**src/sv/tea_pkg.sv**
```systemverilog
// Shared types and constants for the TEA block cipher core.
package tea_pkg;

  localparam int unsigned WORD_W = 32;
  localparam logic [WORD_W-1:0] TEA_DELTA = 32'h9e37_79b9;

  // Configuration register indexes
  typedef enum logic [1:0] {
    CFG_KEY0 = 2'd0,
    CFG_KEY1 = 2'd1,
    CFG_KEY2 = 2'd2,
    CFG_KEY3 = 2'd3
  } cfg_index_t;

  // Direction codes
  localparam logic ACT_ENCRYPT = 1'b0;
  localparam logic ACT_DECRYPT = 1'b1;

  typedef struct packed {
    logic              action;
    logic [WORD_W-1:0] half_first;
    logic [WORD_W-1:0] half_second;
  } tea_in_t;

  typedef struct packed {
    logic [WORD_W-1:0] out_first;
    logic [WORD_W-1:0] out_second;
  } tea_out_t;

  typedef struct packed {
    logic [WORD_W-1:0] k0;
    logic [WORD_W-1:0] k1;
    logic [WORD_W-1:0] k2;
    logic [WORD_W-1:0] k3;
  } tea_key_t;

  // One pipeline slot: valid bit travels with the data
  typedef struct packed {
    logic              vld;
    logic              action;
    logic [WORD_W-1:0] a;
    logic [WORD_W-1:0] b;
  } tea_stage_t;

  function automatic logic [WORD_W-1:0] tea_mix(
    input logic [WORD_W-1:0] x,
    input logic [WORD_W-1:0] sum,
    input logic [WORD_W-1:0] ka,
    input logic [WORD_W-1:0] kb
  );
    return ((x << 4) + ka) ^ (x + sum) ^ ((x >> 5) + kb);
  endfunction

endpackage

```
**src/sv/tea_half_round.sv**
```systemverilog
// One registered half round of TEA: updates one half of the block.
module tea_half_round #(
  parameter logic [31:0] SUM_ENC = 32'h9e37_79b9,
  parameter logic [31:0] SUM_DEC = 32'h9e37_79b9,
  parameter bit          ODD     = 1'b0
) (
  input  logic                clk,
  input  logic                rst,
  input  logic                en,
  input  tea_pkg::tea_key_t   key,
  input  tea_pkg::tea_stage_t d,
  output tea_pkg::tea_stage_t q
);
  import tea_pkg::*;

  logic              upd_a;
  logic              enc;
  logic [WORD_W-1:0] x;
  logic [WORD_W-1:0] ka;
  logic [WORD_W-1:0] kb;
  logic [WORD_W-1:0] sum;
  logic [WORD_W-1:0] m;
  logic [WORD_W-1:0] tgt;
  logic [WORD_W-1:0] res;
  tea_stage_t        q_next;

  // Encrypt: even half updates a, odd updates b. Decrypt runs the other way.
  always_comb begin
    enc   = (d.action == ACT_ENCRYPT);
    upd_a = enc ^ ODD;
    x     = upd_a ? d.b : d.a;
    ka    = upd_a ? key.k0 : key.k2;
    kb    = upd_a ? key.k1 : key.k3;
    sum   = enc ? SUM_ENC : SUM_DEC;
    m     = tea_mix(x, sum, ka, kb);
    tgt   = upd_a ? d.a : d.b;
    res   = enc ? (tgt + m) : (tgt - m);
    q_next        = d;
    if (upd_a) begin
      q_next.a = res;
    end else begin
      q_next.b = res;
    end
  end

  always_ff @(posedge clk) begin
    if (rst) begin
      q.vld <= 1'b0;
    end else if (en) begin
      q.vld <= d.vld;
    end
    if (en) begin
      q.action <= q_next.action;
      q.a      <= q_next.a;
      q.b      <= q_next.b;
    end
  end

endmodule

```
**config.mk**
```make
export PLATFORM = sky130hd
export DESIGN_NAME = tea_half_round
export DESIGN_NICKNAME = d
export VERILOG_FILES = /design/src/sv/tea_pkg.sv /design/src/sv/tea_half_round.sv
export SDC_FILE = /design/constraint.sdc
export NUM_CORES = 1
export LEC_CHECK = 0
export BUFFER_PORTS_ARGS = -buffer_cell sky130_fd_sc_hd__buf_2
export CORE_ASPECT_RATIO = 0.6
export CORE_MARGIN = 3
export CORE_UTILIZATION = 50
export DETAILED_ROUTE_END_ITERATION = 10
export PLACE_DENSITY = 0.76
export SKIP_LAST_GASP = 1
export SYNTH_ARGS = -nofsm -noshare
export SYNTH_HDL_FRONTEND = slang
export SYNTH_SLANG_ARGS = --single-unit
```
**constraint.sdc**
```tcl
create_clock -name clk -period 7.75 [get_ports clk]
set_input_delay 0.3875 -clock clk [delete_from_list [all_inputs] [get_ports clk]]
set_output_delay 0.3875 -clock clk [all_outputs]
set_load 0.02 [all_outputs]
```
After elaboration in Yosys (flattened, before gate mapping):

Index checks and enable logic that the tools add are counted.

* input port bits: 197
* logic and storage cells: 18
* flip-flop bits (word level): 66

* bitwise gates (word level): 2
* add/sub/neg operators: 5
* muxes and demuxes: 7

Operators with widths (number)
* two-way mux 32 bit: 7
* adder 32 bit: 2
* bitwise XOR 32 bit: 2
* adder 27 x 32 -> 32 bit: 1
* adder 32 bit (second input constant): 1
* subtractor 32 bit: 1

Logic depth before layout (Yosys ltp):

Gate-level depths: netlist of run 1.

* depth after elaboration: 7
* mapped depth: 32

Worst setup path after synthesis of run 1:

No wires, ideal clock.

* kind: input to register
* start point: in d[64] (netlist name)
* end point: reg q[63] (netlist name), data pin
* data arrival time: 7.178 ns
* slack: 0.402 ns
* stages on the path: 32
* data required time: 7.581 ns
* buffers on the path: 7
* setup time: 0.169 ns
* cell sequence: buf_6 > buf_4 > buf_2 > buf_2 > clkbuf_1 > clkbuf_1 > clkbuf_1 > mux2_2 > ha_1 > fa_1 > a21oi_1 > o21bai_1 > xnor3_1 > xnor2_1 > xnor2_1 > nand4_2 > or4_4 > nor3b_1 > a21oi_1 > xnor2_1 > ha_1 > a21o_1 > a21o_1 > a21oi_1 > o21ai_0 > o31ai_1 > nor3_1 > nor2_1 > a21oi_1 > xnor2_1 > and3b_1 > o31ai_1

RTL lines
* start, declared: line tea_half_round.sv:11 `input tea_pkg::tea_stage_t d,`
* end, declared: line tea_half_round.sv:12 `output tea_pkg::tea_stage_t q`

==> results by group, run 1 <==
Outcome
  – Status: finished clean

Yosys
  – Cell area after synthesis: 0.01024 mm^2
  – Largest family of logic cells by synthesized area: compound AO/OA/AOI/OAI gates
  – Cell count after synthesis: 1181
  – Syn nets: 1468
  – XOR/XNOR Fraction of Synth Area: 19.07%
  – Area leader, netlist: edfxtp_1
  – Number of synthesized flops with an enable pin: 65
  – FF+latch count, synth: 66
  – Post-synth top flop: edfxtp_1
  – Multiplexer area fraction after synthesis: 11.91%
  – Synth Area in Compound Gates: 19.91%
  – Simple-Gate Fraction of Synth Area: 15.74%
  – Seq/Total Area, Yosys: 19.25%
  – Largest cells by area after synthesis: edfxtp_1, ha_1, mux2_2
  – Synth top area share: 19.06%
  – Avg Inst Size Synth: 8.672 um^2
  – Post-synthesis adder-cell area fraction: 11.22%
  – Synth Warn #: 0
  – Synth cell types: 80
  – FFs w/ async S/R, synth: 0%

STA
  – Final cycle utilization of the critical path: 94.01%
  – Max_slew headroom: 41.40%
  – Fin. Hold Viols: 0
  – Fmax: 0.1372 GHz
  – Worst-Margin Slew: 869.8 ps
  – Slew Limit Fails: 0
  – Total Negative Setup Slacks: 0 ps
  – Setup WS post-layout: 463.9 ps
  – Skew final: 0 ps
  – RSZ-0062 raised after global routing: false
  – Period minus WS final: 7286 ps
  – Setup Viol. Count Final: 0

Critical path
  – Critical Path AT: 7440 ps
  – Number of cells on the critical path: 26
  – Slowest Stage Delay on Critical Path: 610 ps
  – Reg2reg end: q[65]
  – Setup crit end kind: flip-flop
  – R2R cell count: 2
  – CP delay by family, top: compound AO/OA/AOI/OAI gates
  – Critical Path End: q[63]
  – Reg2reg setup slack: 7170 ps
  – Max FO, Critical Path: 77
  – Worst Path Buf+Inv: 2
  – Req. time, crit path: 7900 ps
  – Critical Path Start Type: input pin
  – CP Class: input pin to flip-flop
  – R2R Path Start: q[65]
  – Cell mode on critical path: a21oi_1
  – Critical path launch point: d[64]
  – CP max stage cell: mux2i_1

Place
  – GPL Wtd Cong: 0.9821
  – Post-DP HPWL: 28.56 mm
  – Inst Count DP: 1680
  – IO Port Bufs: 262
  – DP Area: 0.01179 mm^2
  – Pre-CTS setup slack: 381.5 ps

Clocking
  – Post-CTS Setup Inserts: 0
  – # H-tree levels: 3
  – Clk root buf: clkbuf_16
  – CTS Hold Buffers Added: 0
  – Clock sink count: 66
  – Post-cts repair resize count: 0
  – Cts bufs inserted: 9
  – Clk slew on worst S/H paths: 60 ps
  – CTS tree: built
  – Max Root-Sink Buffers: 2
  – Clk Latency, worst-skew pair: 320 ps

GRT
  – Global-route wire length before repair: 51.39 mm
  – Initial antenna violation count: 2
  – GRT Util Overall: 29.76%
  – GRT overflow: 0
  – Largest net degree at the start of global routing: 78
  – Vias in the first global route: 9089

Drt
  – Routed WL per cell: 20.30 um
  – ANT nets after route: 0
  – Routed via count: 10220
  – Vias/cell: 6.024
  – Pre-antenna DRT Iters: 5
  – DRC marker count from the first detailed-route iteration: 1161
  – Residual DRC: 0
  – Final WL: 34.42 mm

Job
  – Max-Cap Viols: 0

Power
  – Standby leakage power: 5.378 nW
  – Pwr dens: 339.1 mW/mm^2
  – Max VDD drop: 0.1839 mV

Finish
  – Share of cells above drive strength 1: 27.94%
  – Layout area overhead: 18.09%
  – Final Net Count: 1712
  – Commonest cells after routing, fill and taps aside: buf_2, xnor2_1, nand2_1, o21ai_0, a21oi_1
  – Max reg flops: 66
  – Final cell count without fillers: 1696
  – Commonest non-fill, non-tap cell in the layout: buf_2
  – Cell area after layout: 0.01209 mm^2
  – Largest registers: q: 66 flops
  – Biggest register: q

Floorplanning
  – Die span in y: 116.9 um
  – Row count: 39
  – I/O pin count: 263
  – Initial Util: 52.34%
  – Die W: 190.8 um
  – Die area: 0.02229 mm^2
  – Core region area: 0.01957 mm^2

Hold path
  – Min-Delay Path Class: input pin to flip-flop
[worst min path at each step]
stage | startpoint | end | slack, ps | depth (start not counted)
after CTS | rst | q[65] | 210 | 2
after global routing | rst | q[65] | 220 | 2
after global placement | q[65] | q[65] | 470 | 2
final | rst | q[65] | 220 | 2
after detailed placement | q[65] | q[65] | 480 | 2
after floorplan | rst | q[65] | 460 | 1
[power by group]
group          internal, W  leakage (nW)  switching [W]
Sequential        0.000625         0.643      0.0000364
Clock             0.000276         0.146       0.000134
Combinational      0.00121          4.59        0.00182
Total              0.00211          5.38        0.00199
[cell type report]
type	instances	area (um^2)
Antenna cell	2	5.005
Clock buffer	10	229.0
Clock inverter	4	68.82
Fill cell	1743	7473
Inverter	31	116.4
Multi-Input combinational cell	1046	7973
Sequential cell	66	1972
Tap cell	266	332.8
Timing Repair Buffer	271	1398
[stage by stage]
| stage | utilization [%] | hold WS, ps | power (W) |
|---|---|---|---|
| 2_1_floorplan | - | 459.9 | 0.002845 |
| 3_3_place_gp | 60.26 | 470.1 | 0.003543 |
| 3_5_place_dp | 60.26 | 479.2 | 0.003583 |
| 4_1_cts | 61.78 | 208.1 | 0.004027 |
| 5_1_grt | 61.81 | 221.6 | 0.004392 |
| 6_report | 61.81 | 218.4 | 0.004102 |
[cells in the mapped netlist, types with 7 or more instances]
| master | n |
|---|---|
| nor2_1 | 65 |
| nand4_1 | 13 |
| and2_1 | 10 |
| o21bai_1 | 12 |
| ha_1 | 87 |
| nor2b_1 | 14 |
| inv_1 | 30 |
| o21ai_0 | 94 |
| xnor3_1 | 15 |
| or3_1 | 7 |
| o211ai_1 | 10 |
| nand3_1 | 17 |
| edfxtp_1 | 65 |
| xor2_1 | 59 |
| and3_1 | 8 |
| o31ai_1 | 10 |
| xnor2_1 | 119 |
| nand2b_1 | 19 |
| o21a_1 | 11 |
| mux2i_1 | 13 |
| a211oi_1 | 8 |
| a21oi_1 | 94 |
| clkbuf_1 | 24 |
| a21o_1 | 28 |
| mux2_2 | 93 |
| nand2_1 | 109 |
| nor3_1 | 23 |
| a31oi_1 | 20 |
[layer usage]
layer	vias to the layer above	part of all wire [%]	global-route usage (%)
li1	4859	-	-
met1	4688	49	48.50
met2	648	36	37.34
met3	22	14	9.554
met4	0	0.89	4.592
met5	-	0	0
[cell families (layout without fill, tap and decap cells)]
logic type	after synthesis	after routing
AOI/OAI and AO/OA	330	330
and+or+nand+nor	321	321
xor gates and xnor gates	196	196
muxes	109	109
adders and majority gates	90	90
buffers and inverters	69	316
DFF	66	66
other	0	2
Power figures use the tool's default switching activity.
==> inputs of run 2 (changes only) <==
--- a/config.mk
+++ b/config.mk
@@ -5,12 +5,12 @@
 export SDC_FILE = /design/constraint.sdc
 export NUM_CORES = 1
 export LEC_CHECK = 0
-export BUFFER_PORTS_ARGS = -buffer_cell sky130_fd_sc_hd__buf_2
 export CORE_ASPECT_RATIO = 0.6
 export CORE_MARGIN = 3
 export CORE_UTILIZATION = 50
 export DETAILED_ROUTE_END_ITERATION = 10
-export PLACE_DENSITY = 0.76
+export DONT_BUFFER_PORTS = 1
+export PLACE_DENSITY = 0.65
 export SKIP_LAST_GASP = 1
 export SYNTH_ARGS = -nofsm -noshare
 export SYNTH_HDL_FRONTEND = slang
==> run 2 against run 1 <==
Net effect:
- clock skew is the same
- sequential share of layout area grew 2.1 points
- final cell count shrank 16%
- global-route usage shrank 1.6 points
- first-iteration DRC count shrank 1.4%
- critical path depth is the same
- non-clock buffer count shrank 270
- clock power grew 11%
- setup slack gained 610 ps
- routed wire length shrank 5.5%
- utilization shrank 6.9 points
- worst hold slack lost 87 ps
- highest routed layer is now met5
==> results by group, run 2 (synthesis results as in run 1) <==
Outcome
  – Status: finished clean

Finish
  – Largest registers: q: 66 flops
  – Diode count: 0
  – Biggest register: q
  – Final Net Count: 1442
  – Commonest non-fill, non-tap cell in the layout: xnor2_1
  – Layout area overhead: 4.838%
  – Final cell count without fillers: 1426
  – Share of cells above drive strength 1: 11.29%
  – Max reg flops: 66
  – Commonest cells after routing, fill and taps aside: xnor2_1, nand2_1, o21ai_0, a21oi_1, mux2_2

Clocking
  – Clock sink count: 66
  – Clk root buf: clkbuf_16
  – Post-CTS Setup Inserts: 0
  – CTS tree: built
  – Clk Latency, worst-skew pair: 320 ps
  – Cts bufs inserted: 9
  – # H-tree levels: 3
  – Post-cts repair resize count: 0
  – Max Root-Sink Buffers: 2
  – Clk slew on worst S/H paths: 60 ps
  – CTS Hold Buffers Added: 0

Critical path
  – Critical Path Start Type: input pin
  – Setup crit end kind: flip-flop
  – Req. time, crit path: 7900 ps
  – Critical Path AT: 6830 ps
  – CP Class: input pin to flip-flop
  – Max FO, Critical Path: 245

Place
  – Inst Count DP: 1410
  – Post-DP HPWL: 26.90 mm
  – GPL Wtd Cong: 1.021
  – IO Port Bufs: 0
  – Pre-CTS setup slack: 979.5 ps

Floorplanning
  – Initial Util: 52.34%
  – Die W: 190.8 um
  – Core region area: 0.01957 mm^2
  – Row count: 39
  – Die span in y: 116.9 um
  – I/O pin count: 263
  – Die area: 0.02229 mm^2

Drt
  – Vias/cell: 6.316
  – Final WL: 32.53 mm
  – Residual DRC: 0
  – ANT nets after route: 0
  – DRC marker count from the first detailed-route iteration: 1145
  – Routed WL per cell: 22.81 um
  – Pre-antenna DRT Iters: 5
  – Routed via count: 9006

Power
  – Standby leakage power: 4.315 nW
  – Internal Power: 0.002023 W
  – Switch share: 48.22%
  – Pwr dens: 363.9 mW/mm^2
  – Logic pwr share: 65.4%
  – Switching power: 0.001884 W
  – Max VDD drop: 0.1503 mV
  – Seq pwr share: 22.9%
  – Clock power frac: 11.7%

GRT
  – Initial antenna violation count: 1
  – Vias in the first global route: 8161
  – Largest net degree at the start of global routing: 246
  – GRT overflow: 0
  – GRT Util Overall: 28.19%
  – Global-route wire length before repair: 48.15 mm

STA
  – RSZ-0062 raised after global routing: false
  – Slew Limit Fails: 0
  – Total Negative Setup Slacks: 0 ps
  – Fin. Hold Viols: 0
  – Skew final: 0 ps
  – Max_slew headroom: 34.23%
  – Worst-Margin Slew: 976.2 ps
  – Setup WS post-layout: 1076 ps
  – Setup Viol. Count Final: 0
  – Period minus WS final: 6674 ps
  – Final cycle utilization of the critical path: 86.11%
  – Fmax: 0.1498 GHz

Job
  – Max-Cap Viols: 0

Hold path
  – Min-Delay Path Class: input pin to flip-flop
[run 2: cell type report]
cell class / count / area [um^2]
fill: 1825 / 8831
multi-input combinational: 1046 / 7973
sequential: 66 / 1972
inverter: 31 / 116.4
tap: 266 / 332.8
clock inverter: 5 / 102.6
timing repair buffer: 1 / 7.507
clock buffer: 11 / 232.7
[run 2: metrics by stage]
stage                     util (%)  area (um^2)  total power (W)  hold slack [ps]
after floorplan                  -        10240         0.002845            459.9
after global placement       53.16        10400         0.003350            461.8
after detailed placement     53.16        10400         0.003382            466.9
after CTS                    54.87        10740         0.003859            120.7
after global routing         54.87        10740         0.004202            120.6
final                        54.87        10740         0.003907            131.9
[run 2: per-layer routing]
layer	vias up	GRT usage (%)	routed length [um]
li1	4318	-	-
met1	4149	48.05	17070
met2	523	34.31	11450
met3	14	8.006	3883
met4	2	2.589	116
met5	-	0	13
[run 2: critical path, stage by stage]
cell and delay, ps:
nand2_1 160, o21ai_0 360, ha_1 400, fa_1 420, a21o_1 180, a221o_1 360
a21oi_1 320, a21oi_1 190, a221oi_1 380, xnor3_1 460, nor3b_2 280, nand2_1 190
nor3_4 280, a21oi_1 110, xor2_1 180, ha_1 380, o21a_1 150, o21ai_0 90
nand2b_1 170, o31ai_1 120, nor3_1 250, nor2_1 110, a21oi_1 200, xnor2_1 170
and3b_1 200, o31ai_1 200
[run 2: path summary, 6_finish.rpt]
kind / startpoint / end / slack (ps) / depth (start not counted)
max: d[64] / q[63] / 1080 / 26
min: rst / q[65] / 130 / 1
max reg2reg: q[65] / q[65] / 7050 / 2
min reg2reg: q[65] / q[65] / 610 / 2
[run 2: power by group through the flow]
stage               Sequential, W  Clock, W  Combinational (W)
finish                   0.000895  0.000457            0.00255
global route             0.000913  0.000480            0.00281
CTS                      0.000899  0.000467            0.00249
detailed placement       0.000906         0            0.00248
global placement         0.000901         0            0.00245
floorplan                0.000872         0            0.00197
